`src/sv/owm_pkg.sv`:
```
// ----------------------------------------------------------------------------
// owm_pkg
// Shared types, constants and helpers of the single-wire bus master.
// ----------------------------------------------------------------------------
package owm_pkg;

  localparam int unsigned TW            = 10;
  localparam int unsigned NUM_REGS      = 8;
  localparam int unsigned ADDR_W        = 5;
  localparam int unsigned BITS_PER_BYTE = 8;

  localparam logic [TW-1:0] READ_TAIL_US = TW'(50);
  localparam logic [2:0]    BIT_LAST     = 3'(BITS_PER_BYTE - 1);

  typedef enum logic [2:0] {
    REG_RESET_LOW     = 3'd0,
    REG_PRESENCE_WAIT = 3'd1,
    REG_RESET_TAIL    = 3'd2,
    REG_WRITE_ONE_LOW = 3'd3,
    REG_WRITE_ZERO_LOW = 3'd4,
    REG_WRITE_SLOT    = 3'd5,
    REG_READ_LOW      = 3'd6,
    REG_READ_SAMPLE   = 3'd7
  } reg_idx_t;

  typedef enum logic [1:0] {
    OP_RESET = 2'd0,
    OP_WRITE = 2'd1,
    OP_READ  = 2'd2,
    OP_NONE  = 2'd3
  } op_t;

  typedef enum logic [7:0] {
    PH_IDLE     = 8'b0000_0001,
    PH_RST_LOW  = 8'b0000_0010,
    PH_RST_WAIT = 8'b0000_0100,
    PH_RST_TAIL = 8'b0000_1000,
    PH_WR_SLOT  = 8'b0001_0000,
    PH_RD_LOW   = 8'b0010_0000,
    PH_RD_WAIT  = 8'b0100_0000,
    PH_RD_TAIL  = 8'b1000_0000
  } phase_t;

  typedef struct packed {
    logic [TW-1:0] reset_low_us;
    logic [TW-1:0] presence_wait_us;
    logic [TW-1:0] reset_tail_us;
    logic [TW-1:0] write_one_low_us;
    logic [TW-1:0] write_zero_low_us;
    logic [TW-1:0] write_slot_us;
    logic [TW-1:0] read_low_us;
    logic [TW-1:0] read_sample_us;
  } cfg_t;

  typedef struct packed {
    logic       start;
    op_t        op;
    logic [7:0] wdata;
    logic       level;
  } item_t;

  localparam int unsigned ITEM_W = $bits(item_t);

  function automatic logic [TW-1:0] at_least_one(input logic [TW-1:0] v);
    return (v == '0) ? TW'(1) : v;
  endfunction

endpackage

```
`src/sv/owm_if.sv`:
```
// ----------------------------------------------------------------------------
// owm_in_if / owm_out_if
// Valid/ready channels carrying tick beats in and result beats out.
// ----------------------------------------------------------------------------
interface owm_in_if;
  logic       valid;
  logic       ready;
  logic       cmd_valid;
  logic [1:0] func;
  logic [7:0] write_data;
  logic       line_level;

  modport source (output valid, cmd_valid, func, write_data, line_level, input ready);
  modport sink   (input valid, cmd_valid, func, write_data, line_level, output ready);
endinterface

interface owm_out_if;
  logic       valid;
  logic       ready;
  logic       drive_low;
  logic       busy_res;
  logic       done_res;
  logic       presence;
  logic [7:0] read_data;

  modport source (output valid, drive_low, busy_res, done_res, presence, read_data,
                  input ready);
  modport sink   (input valid, drive_low, busy_res, done_res, presence, read_data,
                  output ready);
endinterface

```
`src/sv/owm_cfg.sv`:
```
// ----------------------------------------------------------------------------
// owm_cfg
// APB-style register file holding the eight bus timing registers.
// ----------------------------------------------------------------------------
module owm_cfg (
  input  logic                       clk,
  input  logic                       rst_n,
  input  logic                       psel,
  input  logic                       penable,
  input  logic                       pwrite,
  input  logic [owm_pkg::ADDR_W-1:0] paddr,
  input  logic [31:0]                pwdata,
  output logic [31:0]                prdata,
  output logic                       pready,
  output owm_pkg::cfg_t              cfg
);

  logic [owm_pkg::TW-1:0] regs_r [owm_pkg::NUM_REGS];
  logic [2:0]             idx;
  logic                   wr_en;

  assign idx    = paddr[owm_pkg::ADDR_W-1:2];
  assign wr_en  = psel && penable && pwrite;
  assign pready = 1'b1;
  assign prdata = {{(32 - owm_pkg::TW){1'b0}}, regs_r[idx]};

  always_ff @(posedge clk) begin
    if (!rst_n) begin
      regs_r[owm_pkg::REG_RESET_LOW]      <= owm_pkg::TW'(480);
      regs_r[owm_pkg::REG_PRESENCE_WAIT]  <= owm_pkg::TW'(70);
      regs_r[owm_pkg::REG_RESET_TAIL]     <= owm_pkg::TW'(410);
      regs_r[owm_pkg::REG_WRITE_ONE_LOW]  <= owm_pkg::TW'(6);
      regs_r[owm_pkg::REG_WRITE_ZERO_LOW] <= owm_pkg::TW'(60);
      regs_r[owm_pkg::REG_WRITE_SLOT]     <= owm_pkg::TW'(70);
      regs_r[owm_pkg::REG_READ_LOW]       <= owm_pkg::TW'(2);
      regs_r[owm_pkg::REG_READ_SAMPLE]    <= owm_pkg::TW'(10);
    end else if (wr_en) begin
      regs_r[idx] <= pwdata[owm_pkg::TW-1:0];
    end
  end

  assign cfg.reset_low_us      = regs_r[owm_pkg::REG_RESET_LOW];
  assign cfg.presence_wait_us  = regs_r[owm_pkg::REG_PRESENCE_WAIT];
  assign cfg.reset_tail_us     = regs_r[owm_pkg::REG_RESET_TAIL];
  assign cfg.write_one_low_us  = regs_r[owm_pkg::REG_WRITE_ONE_LOW];
  assign cfg.write_zero_low_us = regs_r[owm_pkg::REG_WRITE_ZERO_LOW];
  assign cfg.write_slot_us     = regs_r[owm_pkg::REG_WRITE_SLOT];
  assign cfg.read_low_us       = regs_r[owm_pkg::REG_READ_LOW];
  assign cfg.read_sample_us    = regs_r[owm_pkg::REG_READ_SAMPLE];

endmodule

```
`src/sv/owm_queue.sv`:
```
// ----------------------------------------------------------------------------
// owm_queue
// Two-entry queue of classified tick beats between front and back.
// ----------------------------------------------------------------------------
module owm_queue (
  input  logic           clk,
  input  logic           rst_n,
  input  logic           push,
  input  owm_pkg::item_t push_item,
  output logic           full,
  input  logic           pop,
  output logic           head_valid,
  output owm_pkg::item_t head_item
);

  owm_pkg::item_t mem [2];
  logic       wr_ptr_r, wr_ptr_nxt;
  logic       rd_ptr_r, rd_ptr_nxt;
  logic [1:0] count_r, count_nxt;

  assign full       = (count_r == 2'd2);
  assign head_valid = (count_r != 2'd0);
  assign head_item  = mem[rd_ptr_r];

  always_comb begin
    wr_ptr_nxt = wr_ptr_r ^ push;
    rd_ptr_nxt = rd_ptr_r ^ pop;
    count_nxt  = count_r + {1'b0, push} - {1'b0, pop};
  end

  always_ff @(posedge clk) begin
    if (!rst_n) begin
      wr_ptr_r <= 1'b0;
      rd_ptr_r <= 1'b0;
      count_r  <= 2'd0;
    end else begin
      wr_ptr_r <= wr_ptr_nxt;
      rd_ptr_r <= rd_ptr_nxt;
      count_r  <= count_nxt;
    end
  end

  always_ff @(posedge clk) begin
    if (push) begin
      mem[wr_ptr_r] <= push_item;
    end
  end

endmodule

```
`src/sv/owm_front.sv`:
```
// ----------------------------------------------------------------------------
// owm_front
// Accept tick beats, decode the command field and push them to the queue.
// ----------------------------------------------------------------------------
module owm_front (
  owm_in_if.sink         in_ch,
  input  logic           q_full,
  output logic           push,
  output owm_pkg::item_t push_item
);

  always_comb begin
    push_item.start = 1'b0;
    push_item.op    = owm_pkg::OP_NONE;
    if (in_ch.cmd_valid) begin
      case (in_ch.func)
        owm_pkg::OP_RESET: begin
          push_item.start = 1'b1;
          push_item.op    = owm_pkg::OP_RESET;
        end
        owm_pkg::OP_WRITE: begin
          push_item.start = 1'b1;
          push_item.op    = owm_pkg::OP_WRITE;
        end
        owm_pkg::OP_READ: begin
          push_item.start = 1'b1;
          push_item.op    = owm_pkg::OP_READ;
        end
        default: begin
          push_item.start = 1'b0;
          push_item.op    = owm_pkg::OP_NONE;
        end
      endcase
    end
    push_item.wdata = in_ch.write_data;
    push_item.level = in_ch.line_level;
  end

  assign in_ch.ready = !q_full;
  assign push        = in_ch.valid && !q_full;

endmodule

```
`src/sv/owm_back.sv`:
```
// ----------------------------------------------------------------------------
// owm_back
// Bus sequencer: step one tick per beat and register the result beat.
// ----------------------------------------------------------------------------
module owm_back (
  input  logic           clk,
  input  logic           rst_n,
  input  owm_pkg::cfg_t  cfg,
  input  logic           head_valid,
  input  owm_pkg::item_t head_item,
  output logic           pop,
  owm_out_if.source      out_ch
);

  owm_pkg::phase_t        phase_r, phase_nxt;
  logic [owm_pkg::TW-1:0] tick_r, tick_nxt;
  logic [2:0]             bidx_r, bidx_nxt;
  logic [7:0]             sb_r, sb_nxt;
  logic                   pres_r, pres_nxt;
  logic [7:0]             rdata_r, rdata_nxt;
  logic                   ovalid_r, ovalid_nxt;
  logic                   drive_r, busy_r, done_r;
  logic                   drive, busy, done;
  logic                   fire;

  assign fire = head_valid && (!ovalid_r || out_ch.ready);
  assign pop  = fire;

  always_comb begin
    owm_pkg::phase_t        ph;
    logic [owm_pkg::TW-1:0] tk;
    logic [2:0]             bi;
    logic [7:0]             sb;
    logic [owm_pkg::TW-1:0] len;
    logic [owm_pkg::TW-1:0] wr_len;
    logic [owm_pkg::TW-1:0] wr_low;
    logic                   last_bit;

    ph        = phase_r;
    tk        = tick_r;
    bi        = bidx_r;
    sb        = sb_r;
    pres_nxt  = pres_r;
    rdata_nxt = rdata_r;
    drive     = 1'b0;
    busy      = 1'b0;
    done      = 1'b0;

    if (ph == owm_pkg::PH_IDLE && head_item.start) begin
      tk = '0;
      bi = '0;
      case (head_item.op)
        owm_pkg::OP_RESET: ph = owm_pkg::PH_RST_LOW;
        owm_pkg::OP_WRITE: begin
          ph = owm_pkg::PH_WR_SLOT;
          sb = head_item.wdata;
        end
        default: begin
          ph = owm_pkg::PH_RD_LOW;
          sb = '0;
        end
      endcase
    end

    wr_len = (cfg.write_slot_us < owm_pkg::TW'(2)) ? owm_pkg::TW'(2) : cfg.write_slot_us;
    wr_low = owm_pkg::at_least_one(sb[0] ? cfg.write_one_low_us : cfg.write_zero_low_us);
    if (wr_low > wr_len - owm_pkg::TW'(1)) begin
      wr_low = wr_len - owm_pkg::TW'(1);
    end
    last_bit = (bi == owm_pkg::BIT_LAST);

    case (ph)
      owm_pkg::PH_RST_LOW: begin
        len   = owm_pkg::at_least_one(cfg.reset_low_us);
        drive = 1'b1;
      end
      owm_pkg::PH_RST_WAIT: len = owm_pkg::at_least_one(cfg.presence_wait_us);
      owm_pkg::PH_RST_TAIL: len = owm_pkg::at_least_one(cfg.reset_tail_us);
      owm_pkg::PH_WR_SLOT: begin
        len   = wr_len;
        drive = (tk < wr_low);
      end
      owm_pkg::PH_RD_LOW: begin
        len   = owm_pkg::at_least_one(cfg.read_low_us);
        drive = 1'b1;
      end
      owm_pkg::PH_RD_WAIT: len = owm_pkg::at_least_one(cfg.read_sample_us);
      default:             len = owm_pkg::at_least_one(owm_pkg::READ_TAIL_US);
    endcase

    if (ph != owm_pkg::PH_IDLE) begin
      busy = 1'b1;
      if (tk < len - owm_pkg::TW'(1)) begin
        tk = tk + owm_pkg::TW'(1);
      end else begin
        tk = '0;
        case (ph)
          owm_pkg::PH_RST_LOW: ph = owm_pkg::PH_RST_WAIT;
          owm_pkg::PH_RST_WAIT: begin
            pres_nxt = !head_item.level;
            if (cfg.reset_tail_us == '0) begin
              ph   = owm_pkg::PH_IDLE;
              done = 1'b1;
            end else begin
              ph = owm_pkg::PH_RST_TAIL;
            end
          end
          owm_pkg::PH_RST_TAIL: begin
            ph   = owm_pkg::PH_IDLE;
            done = 1'b1;
          end
          owm_pkg::PH_WR_SLOT: begin
            sb = {1'b0, sb[7:1]};
            if (last_bit) begin
              ph   = owm_pkg::PH_IDLE;
              done = 1'b1;
            end else begin
              bi = bi + 3'd1;
            end
          end
          owm_pkg::PH_RD_LOW: ph = owm_pkg::PH_RD_WAIT;
          owm_pkg::PH_RD_WAIT: begin
            sb = {head_item.level, sb[7:1]};
            ph = owm_pkg::PH_RD_TAIL;
          end
          default: begin
            if (last_bit) begin
              rdata_nxt = sb;
              ph        = owm_pkg::PH_IDLE;
              done      = 1'b1;
            end else begin
              bi = bi + 3'd1;
              ph = owm_pkg::PH_RD_LOW;
            end
          end
        endcase
        if (done) begin
          bi = '0;
        end
      end
    end

    phase_nxt  = ph;
    tick_nxt   = tk;
    bidx_nxt   = bi;
    sb_nxt     = sb;
    ovalid_nxt = fire ? 1'b1 : (ovalid_r && !out_ch.ready);
  end

  always_ff @(posedge clk) begin
    if (!rst_n) begin
      phase_r  <= owm_pkg::PH_IDLE;
      tick_r   <= '0;
      bidx_r   <= '0;
      sb_r     <= '0;
      pres_r   <= 1'b0;
      rdata_r  <= '0;
      ovalid_r <= 1'b0;
    end else begin
      ovalid_r <= ovalid_nxt;
      if (fire) begin
        phase_r <= phase_nxt;
        tick_r  <= tick_nxt;
        bidx_r  <= bidx_nxt;
        sb_r    <= sb_nxt;
        pres_r  <= pres_nxt;
        rdata_r <= rdata_nxt;
      end
    end
  end

  always_ff @(posedge clk) begin
    if (fire) begin
      drive_r <= drive;
      busy_r  <= busy;
      done_r  <= done;
    end
  end

  assign out_ch.valid     = ovalid_r;
  assign out_ch.drive_low = drive_r;
  assign out_ch.busy_res  = busy_r;
  assign out_ch.done_res  = done_r;
  assign out_ch.presence  = pres_r;
  assign out_ch.read_data = rdata_r;

endmodule

```
`src/sv/one_wire_bus_master.sv`:
```
// Path: an accepted tick beat is written into the queue; when it reaches the head and
//   the result register is empty or being taken, its result beat is registered there.
// Throughput: while result beats are taken, one tick beat per cycle passes through the
//   two-entry queue and registered result stage; sequencer steps one tick per cycle.
// Reset: timing registers return to their defaults, the queue empties, the
//   sequencer goes idle and presence and read data clear to zero.
// ----------------------------------------------------------------------------
// one_wire_bus_master
// Single-wire bus master: reset/presence, byte write and byte read sequencer.
// ----------------------------------------------------------------------------
module one_wire_bus_master (
  input  logic                       clk,
  input  logic                       rst_n,
  owm_in_if.sink                     in_ch,
  owm_out_if.source                  out_ch,
  input  logic                       psel,
  input  logic                       penable,
  input  logic                       pwrite,
  input  logic [owm_pkg::ADDR_W-1:0] paddr,
  input  logic [31:0]                pwdata,
  output logic [31:0]                prdata,
  output logic                       pready
);

  owm_pkg::cfg_t  cfg;
  owm_pkg::item_t push_item;
  owm_pkg::item_t head_item;
  logic           push;
  logic           pop;
  logic           q_full;
  logic           head_valid;

  owm_cfg u_cfg (
    .clk     (clk),
    .rst_n   (rst_n),
    .psel    (psel),
    .penable (penable),
    .pwrite  (pwrite),
    .paddr   (paddr),
    .pwdata  (pwdata),
    .prdata  (prdata),
    .pready  (pready),
    .cfg     (cfg)
  );

  owm_front u_front (
    .in_ch     (in_ch),
    .q_full    (q_full),
    .push      (push),
    .push_item (push_item)
  );

  owm_queue u_queue (
    .clk        (clk),
    .rst_n      (rst_n),
    .push       (push),
    .push_item  (push_item),
    .full       (q_full),
    .pop        (pop),
    .head_valid (head_valid),
    .head_item  (head_item)
  );

  owm_back u_back (
    .clk        (clk),
    .rst_n      (rst_n),
    .cfg        (cfg),
    .head_valid (head_valid),
    .head_item  (head_item),
    .pop        (pop),
    .out_ch     (out_ch)
  );

endmodule

```
`src/flat_wrapper.sv`:
```
// flat-port wrapper written by rule: the top's interface ports become plain ports
module one_wire_bus_master_flat 
  (clk, rst_n, psel, penable, pwrite, paddr, pwdata, prdata, pready, in_ch_valid, in_ch_cmd_valid, in_ch_func, in_ch_write_data, in_ch_line_level, in_ch_ready, out_ch_valid, out_ch_drive_low, out_ch_busy_res, out_ch_done_res, out_ch_presence, out_ch_read_data, out_ch_ready);
  owm_in_if in_ch_i ();
  owm_out_if out_ch_i ();
  input  logic clk;
  input  logic rst_n;
  input  logic psel;
  input  logic penable;
  input  logic pwrite;
  input  logic [owm_pkg::ADDR_W-1:0] paddr;
  input  logic [31:0] pwdata;
  output logic [31:0] prdata;
  output logic pready;
  input wire logic [$bits(in_ch_i.valid)-1:0] in_ch_valid;
  input wire logic [$bits(in_ch_i.cmd_valid)-1:0] in_ch_cmd_valid;
  input wire logic [$bits(in_ch_i.func)-1:0] in_ch_func;
  input wire logic [$bits(in_ch_i.write_data)-1:0] in_ch_write_data;
  input wire logic [$bits(in_ch_i.line_level)-1:0] in_ch_line_level;
  output wire logic [$bits(in_ch_i.ready)-1:0] in_ch_ready;
  output wire logic [$bits(out_ch_i.valid)-1:0] out_ch_valid;
  output wire logic [$bits(out_ch_i.drive_low)-1:0] out_ch_drive_low;
  output wire logic [$bits(out_ch_i.busy_res)-1:0] out_ch_busy_res;
  output wire logic [$bits(out_ch_i.done_res)-1:0] out_ch_done_res;
  output wire logic [$bits(out_ch_i.presence)-1:0] out_ch_presence;
  output wire logic [$bits(out_ch_i.read_data)-1:0] out_ch_read_data;
  input wire logic [$bits(out_ch_i.ready)-1:0] out_ch_ready;
  assign in_ch_i.valid = in_ch_valid;
  assign in_ch_i.cmd_valid = in_ch_cmd_valid;
  assign in_ch_i.func = in_ch_func;
  assign in_ch_i.write_data = in_ch_write_data;
  assign in_ch_i.line_level = in_ch_line_level;
  assign in_ch_ready = in_ch_i.ready;
  assign out_ch_valid = out_ch_i.valid;
  assign out_ch_drive_low = out_ch_i.drive_low;
  assign out_ch_busy_res = out_ch_i.busy_res;
  assign out_ch_done_res = out_ch_i.done_res;
  assign out_ch_presence = out_ch_i.presence;
  assign out_ch_read_data = out_ch_i.read_data;
  assign out_ch_i.ready = out_ch_ready;
  one_wire_bus_master u_core (.clk(clk), .rst_n(rst_n), .in_ch(in_ch_i), .out_ch(out_ch_i), .psel(psel), .penable(penable), .pwrite(pwrite), .paddr(paddr), .pwdata(pwdata), .prdata(prdata), .pready(pready));
endmodule
```
`config.mk`:
```
export PLATFORM = sky130hd
export DESIGN_NAME = one_wire_bus_master_flat
export DESIGN_NICKNAME = d
export VERILOG_FILES = /design/src/sv/owm_pkg.sv /design/src/sv/owm_if.sv /design/src/sv/owm_cfg.sv /design/src/sv/owm_queue.sv /design/src/sv/owm_front.sv /design/src/sv/owm_back.sv /design/src/sv/one_wire_bus_master.sv /design/src/flat_wrapper.sv
export SDC_FILE = /design/constraint.sdc
export NUM_CORES = 1
export LEC_CHECK = 0
export BUFFER_PORTS_ARGS = -buffer_cell sky130_fd_sc_hd__buf_2
export CORE_ASPECT_RATIO = 1.4
export CORE_MARGIN = 3
export CORE_UTILIZATION = 35
export DETAILED_ROUTE_END_ITERATION = 12
export PLACE_DENSITY = 0.56
export SLEW_MARGIN = 30
export SYNTH_ARGS = -nofsm -noshare
export SYNTH_HDL_FRONTEND = slang
export SYNTH_SLANG_ARGS = --single-unit
export TNS_END_PERCENT = 50
```
`constraint.sdc`:
```
create_clock -name clk -period 8.18 [get_ports clk]
set_input_delay 1.636 -clock clk [delete_from_list [all_inputs] [get_ports clk]]
set_output_delay 1.636 -clock clk [all_outputs]
set_load 0.01 [all_outputs]
```
# Word-level counts from Yosys, hierarchy flattened
# Memory sizes are Yosys's and may differ from the RTL's. A register that Yosys moved wholly into a read port is not among the register bits.
# Index checks and enable logic that the tools add are counted.
# op_classes
n_addsub,6
n_lt_le_gt_ge,4
n_eq_ne,13
mux,52
bitwise_logic,5
n_reduce_logical,28
# op_table
op,n
two-way mux 10 bit,13
logical NOT 10 bit,6
one-hot mux 10 bit (6 select lines),1
two-way mux 8 bit,7
one-hot mux 8 bit (6 select lines),1
one-hot mux 8 bit (2 select lines),2
two-way mux 3 bit,8
less-than comparator 10 bit,2
subtractor 10 x 1 -> 10 bit (second input constant),2
two-way mux 1 bit,14
one-hot mux 6 bit (2 select lines),1
adder 10 x 1 -> 10 bit (second input constant),1
> comparator 10 bit,1
less-than comparator 10 x 2 -> 1 bit (second input constant),1
OR reduction 10 bit,1
one-hot mux 3 bit (3 select lines),1
== test 8 x 1 -> 1 bit (second input constant),1
== test 8 x 2 -> 1 bit (second input constant),1
== test 8 x 3 -> 1 bit (second input constant),1
== test 8 x 4 -> 1 bit (second input constant),1
== test 8 x 5 -> 1 bit (second input constant),1
== test 8 x 6 -> 1 bit (second input constant),1
== test 8 x 7 -> 1 bit (second input constant),1
inequality test 8 x 1 -> 1 bit (second input constant),1
23 further kinds,38
# word_totals
reg_bits,46
ramBits,104
in_bits,56
out_inout_bits,47
mem_count,2
# mem_list
name,words,width,read_ports,rd_clocked_by_memory_dff,wr,line,source
u_core.u_cfg.regs_r,8,10,9,0,8,owm_cfg.sv:18,logic [owm_pkg::TW-1:0] regs_r [owm_pkg::NUM_REGS];
u_core.u_queue.mem,2,12,1,1,1,owm_queue.sv:16,owm_pkg::item_t mem [2];

# Logic depth before layout (Yosys ltp)
# depth
word_depth,12
ltp_mapped,24
depth_no_buf,21

# By module
# From an unflattened synthesis, not the netlist that was laid out.
# hier_totals
cells_unflattened,877
hier_area_um2,9399.0
# modules_own_cells
module,n_inst,cells_per_inst,area_per_inst_um2,seq_area_each_um2
owm_back,1,533,4147.7,870.8
owm_cfg,1,272,4008.8,2402.3
owm_queue,1,58,1141.1,820.8
owm_front,1,14,101.3,0.0

# Least setup slack after synthesis
# No wires, ideal clock.
# synth_timing
path_kind,register to register
from,register u_core.u_back.phase_r[2]
to,"register u_core.u_back.drive_r (netlist: u_core.u_back.out_ch.drive_low), data pin"
arrival_ns,5.092
t_required_ns,8.035
setup_slack_ns,2.943
stages_incl_launch_ff,23
synth_period_minus_slack_ns,5.237
cell_sequence,dfxtp_1 -> or4_4 -> nor4_4 -> buf_4 -> nand2_1 -> o2bb2ai_2 -> buf_2 -> mux2_2 -> ha_1 -> o21a_1 -> o21a_1 -> o41ai_1 -> a211o_1 -> clkbuf_1 -> mux2_2 -> ha_1 -> a21oi_1 -> nor2b_1 -> o21ai_0 -> nand2b_1 -> a21oi_1 -> o211ai_1 -> o21ai_1
# synth_between
elab_chain_len,10
word_cells_on_any_way,16
cone_classes,order compare: 2; eq/ne: 4; mux: 7; reduce/logical: 3
# synth_rtl
item,line,source
"start, declared",owm_back.sv:15,"owm_pkg::phase_t phase_r, phase_nxt;"
"start signal, assigned",owm_back.sv:152,phase_r <= owm_pkg::PH_IDLE;
"start signal, assigned",owm_back.sv:162,phase_r <= phase_nxt;
== test 8 x 1 -> 1 bit,owm_back.sv:49,if (ph == owm_pkg::PH_IDLE && head_item.start) begin
logical AND 1 bit,owm_back.sv:49,
two-way mux 8 bit,owm_back.sv:49,
two-way mux 10 bit,owm_back.sv:66,wr_low = owm_pkg::at_least_one(sb[0] ? cfg.write_one_low_us : cfg.write_zero_low_us);
logical NOT 10 bit,owm_pkg.sv:65,return (v == '0) ? TW'(1) : v;
two-way mux 10 bit,owm_pkg.sv:65,
> comparator 10 bit,owm_back.sv:67,if (wr_low > wr_len - owm_pkg::TW'(1)) begin
two-way mux 10 bit,owm_back.sv:67,
less-than comparator 10 bit,owm_back.sv:81,drive = (tk < wr_low);
one-hot mux 1 bit (2 select lines) (*),owm_back.sv:72,case (ph)
net u_core.u_back.drive,owm_back.sv:23,"logic drive, busy, done;"
"end signal, assigned",owm_back.sv:174,drive_r <= drive;
"end, declared",owm_back.sv:22,"logic drive_r, busy_r, done_r;"
# The timed path passes the listed nets; every way through them passes the cells marked *.
# A chain may end at the register's enable or synchronous reset.

==> results.yml <==
synth:
  synth-edff-count: 107
  synth_top_family_by_area: "simple AND/OR/NAND/NOR gates"
  synthesis.area_mm2: 0.00936
  synth_seq_cells: 151
  async_flop_share_pct: 0
  synth.distinct_cells: 84
  yosys.area_share.simple_pct: 22.3
  postSynthAreaPerCell_um2: 10.2
  synth.area.mux_share_pct: 7.79
  synth-adder-area-share_pct: 4.81
  yosys_most_used_dff: "edfxtp_1"
  synth-compound-area-share_pct: 14.2
  synth.yosys.seq_area_share_pct: 43.7
  syn_inst: 917
  synth_xor_area_share_pct: 1.86
  ys_warn_count: 0
timing:
  period_share_pct: 78.0
  worst_slack_ns: 1.80
  worst_slew_pin_slew_ns: 0.929
  slew_headroom_pct: 37.2
  fmax_ghz: 0.157
  tns_ns: 0
  hold_violations: 0
  period_needed_ns: 6.38
  clock_skew_ns: 0.0121
  whs_ns: 0.483
  setup_viol: 0
  rsz0062_at_grt: "false"
  report.final.slew_viol_count: 0
power:
  switchingPower_mw: 1.03
  pwr-share-seq_pct: 36.6
  netSwitchingFraction_pct: 38.7
  power.density_mw_per_mm2: 255
  ir_drop_v: 0.000173
  p_leak_nw: 3.79
  p_int_mw: 1.63
  power.total_mw: 2.66
  pwr-share-clk_pct: 30.2
  combPwrFrac_pct: 33.2
final_layout:
  instances_no_fill: 1291
  ff_latch_area_mm2: 0.00409
  fin_area_mm2: 0.0104
  nets: 1046
  n_antenna_cell: 0
  drive_above_1_share_pct: 17.1
  final_util_pct: 39.8
  fill_cells: 2568
  area_growth_pct: 11.2
  multiInputGateArea_mm2: 0.00488
setup_path:
  crit_required_ns: 8.47
  crit_type: "reg -> reg"
  crit_path_end_kind: "flip-flop"
  slowest_delay_ns: 0.88
  start_kind: "flip-flop"
  cp.arrival_ns: 6.67
  critPathMaxFanout: 18
  cp_cell_sequence: "mux2i_2 -> nor4_4 -> nand2_1 -> o2bb2ai_2 -> buf_4 -> mux2_2 -> ha_1 -> nor2b_1 -> o21a_1 -> o21a_1 -> o41ai_1 -> a211o_1 -> mux2_2 -> ha_1 -> a21oi_1 -> nor2b_1 -> o21ai_0 -> nand2b_1 -> a21oi_1 -> o211ai_1 -> o21ai_1"
  cpMaxStageDelayCell: "dfxtp_1"
place:
  io_buffers: 55
  dpl_cell_area_mm2: 0.00979
  dp_cells: 1259
  place_worst_setup_slack_ns: 1.78
  finalWeightedCongestion: 0.941
  dp_hpwl_um: 20500
die:
  coreArea_mm2: 0.0262
  die_w_um: 144
  die_area_mm2: 0.0288
  initial_utilization_pct: 35.7
  pin_count: 103
  rows: 70
  die_h_um: 199
global_routing:
  grt_pass1_wl_um: 41900
  grt_pass1_vias: 7052
  grt_usage_pct: 19.4
  grt_max_degree: 32
  antenna_found_initial: 1
  overflow: 0
detailed_routing:
  drt-total-wl_um: 27500
  vias: 7345
  wl_per_cell_um: 21.3
  drtPass1Iterations: 6
  vias_per_cell: 5.69
  drcViolationCount: 0
  drt.antenna.violating_nets: 0
  drt_iter0_drc: 613
clock_network:
  cts_buffer_depth: 2
  h-tree-depth: 4
  cts_setup_buffers: 0
  clk_pin_slew_ns: 0.07
  cts_sinks: 151
  cts_root_buffer: "clkbuf_16"
  clk_latency_ns: 0.44
  cts.repair.resized: 0
  hold_buffers: 0
  numCtsBuffers: 17
  cts_tree: "done"
run_status:
  outcome: "completed"
min_path:
  min_path_type: "reg -> reg"
job:
  cap_violations: 0
cell usage in the layout (no fill, tap or decap), types with 5 or more instances in the layout:
| cell type | Yosys | layout |
|---|---|---|
| a211oi_1 | 6 | 6 |
| a21oi_1 | 37 | 37 |
| a222oi_1 | 6 | 6 |
| a22o_1 | 5 | 5 |
| a22oi_1 | 10 | 10 |
| a31oi_1 | 11 | 11 |
| and2_1 | 81 | 81 |
| and3_1 | 7 | 7 |
| buf_2 | 5 | 55 |
| buf_4 | 26 | 9 |
| clkbuf_16 | 0 | 17 |
| clkinv_8 | 0 | 6 |
| conb_1 | 2 | 23 |
| dfxtp_1 | 44 | 44 |
| edfxtp_1 | 107 | 107 |
| ha_1 | 36 | 36 |
| inv_1 | 22 | 22 |
| mux2_2 | 18 | 18 |
| mux2i_1 | 25 | 25 |
| mux4_2 | 11 | 11 |
| nand2_1 | 59 | 59 |
| nand2b_1 | 19 | 19 |
| nand3_1 | 35 | 35 |
| nand4_1 | 7 | 7 |
| nor2_1 | 75 | 75 |
| nor2b_1 | 7 | 7 |
| nor3_1 | 27 | 25 |
| nor4_1 | 11 | 11 |
| o211ai_1 | 11 | 11 |
| o21a_1 | 9 | 9 |
| o21ai_0 | 26 | 26 |
| o21ai_1 | 7 | 7 |
| or3_1 | 20 | 20 |
| xnor2_1 | 9 | 9 |
| xor2_1 | 9 | 9 |
registers in the layout, summed over array words and instances, names as in the netlist, 2 cells and up, named ones only:
register and count:
u_core.u_queue.mem 24, u_core.u_cfg.regs_r 80, u_core.u_back.out_ch.read_data 8, u_core.u_back.phase_r 8, u_core.u_queue.count_r 2, u_core.u_back.sb_r 8, u_core.u_back.tick_r 10, u_core.u_back.bidx_r 3
power groups by stage:
stage	Clock, mW	Sequential, mW	Combinational, mW
6_report	0.802	0.973	0.884
5_1_grt	0.851	0.981	0.984
4_1_cts	0.816	0.972	0.891
3_5_place_dp	0	0.989	0.884
3_3_place_gp	0	0.989	0.883
2_1_floorplan	0	0.946	0.717
critical path, delay by kind of cell (launching register included):
kind            cells  cell delay [ns]
compound gates     10             2.03
fa+ha+maj           2             0.60
buf+inv             1             0.26
flops               1             0.88
mux                 3             1.05
simple gates        5             1.38
final cells by class:
cell class,instances,area share [%]
multi-input cells,697,46.8
flip-flops and latches,151,39.3
clock buffers,17,4.09
well taps,324,3.89
repair buffers,64,3.29
clock inverters,15,1.75
inverters,23,0.829
logic make-up (layout without fill, tap and decap cells):
logic type / Yosys count / in the layout
other cells: 2 / 23
buf+inv: 90 / 119
fa+ha+maj: 36 / 36
mux: 56 / 56
flops: 151 / 151
xor+xnor: 19 / 19
simple gates: 383 / 383
compound gates: 180 / 180
cells in the mapped netlist (4+ instances only):
cell / instances / area [um2]
nor2b_1: 7 / 43.8
xnor2_1: 9 / 78.8
xor2_1: 9 / 78.8
and3_1: 7 / 43.8
buf_4: 26 / 195
ha_1: 36 / 450
a22o_1: 5 / 43.8
buf_2: 5 / 25.0
nor3_1: 27 / 135
o21ai_0: 26 / 130
nor4_1: 11 / 68.8
edfxtp_1: 107 / 3210
nand4_1: 7 / 43.8
and2_1: 81 / 507
dfxtp_1: 44 / 881
buf_1: 4 / 15.0
nand2b_1: 19 / 119
a211oi_1: 6 / 45.0
or2_2: 4 / 25.0
o311ai_0: 4 / 35.0
nand2_1: 59 / 221
clkbuf_1: 27 / 101
mux4_2: 11 / 248
a22oi_1: 10 / 75.1
o21a_1: 9 / 67.6
buf_6: 5 / 56.3
or3_1: 20 / 125
inv_1: 22 / 82.6
nand3_1: 35 / 175
nor2_1: 75 / 282
a21oi_1: 37 / 185
or4_1: 4 / 30.0
o211ai_1: 11 / 82.6
a222oi_1: 6 / 60.1
o21ai_1: 7 / 35.0
mux2i_1: 25 / 250
a2bb2oi_1: 4 / 35.0
mux2_2: 18 / 203
a31oi_1: 11 / 68.8
metal layers:
metal,global-route usage (%),share of wire (%)
met5,0,0.025
met4,9.64,5.1
met3,3.42,5.1
met2,33.1,50
met1,23.4,40
path summary, 6_finish.rpt:
check                                                                 to  slack (ns)                                  from  depth (start not counted)
worst min register to register      u_core.u_back.tick_r[7]$_SDFFE_PN0P_        0.48  u_core.u_back.tick_r[7]$_SDFFE_PN0P_                          2
worst max-delay path            u_core.u_back.out_ch.drive_low$_DFFE_PP_        1.80                             flip-flop                         21
worst min-delay path                u_core.u_back.tick_r[7]$_SDFFE_PN0P_        0.48  u_core.u_back.tick_r[7]$_SDFFE_PN0P_                          2
worst max register to register  u_core.u_back.out_ch.drive_low$_DFFE_PP_        1.80                             flip-flop                         21
Note: power is estimated with default switching activity, not from simulation.
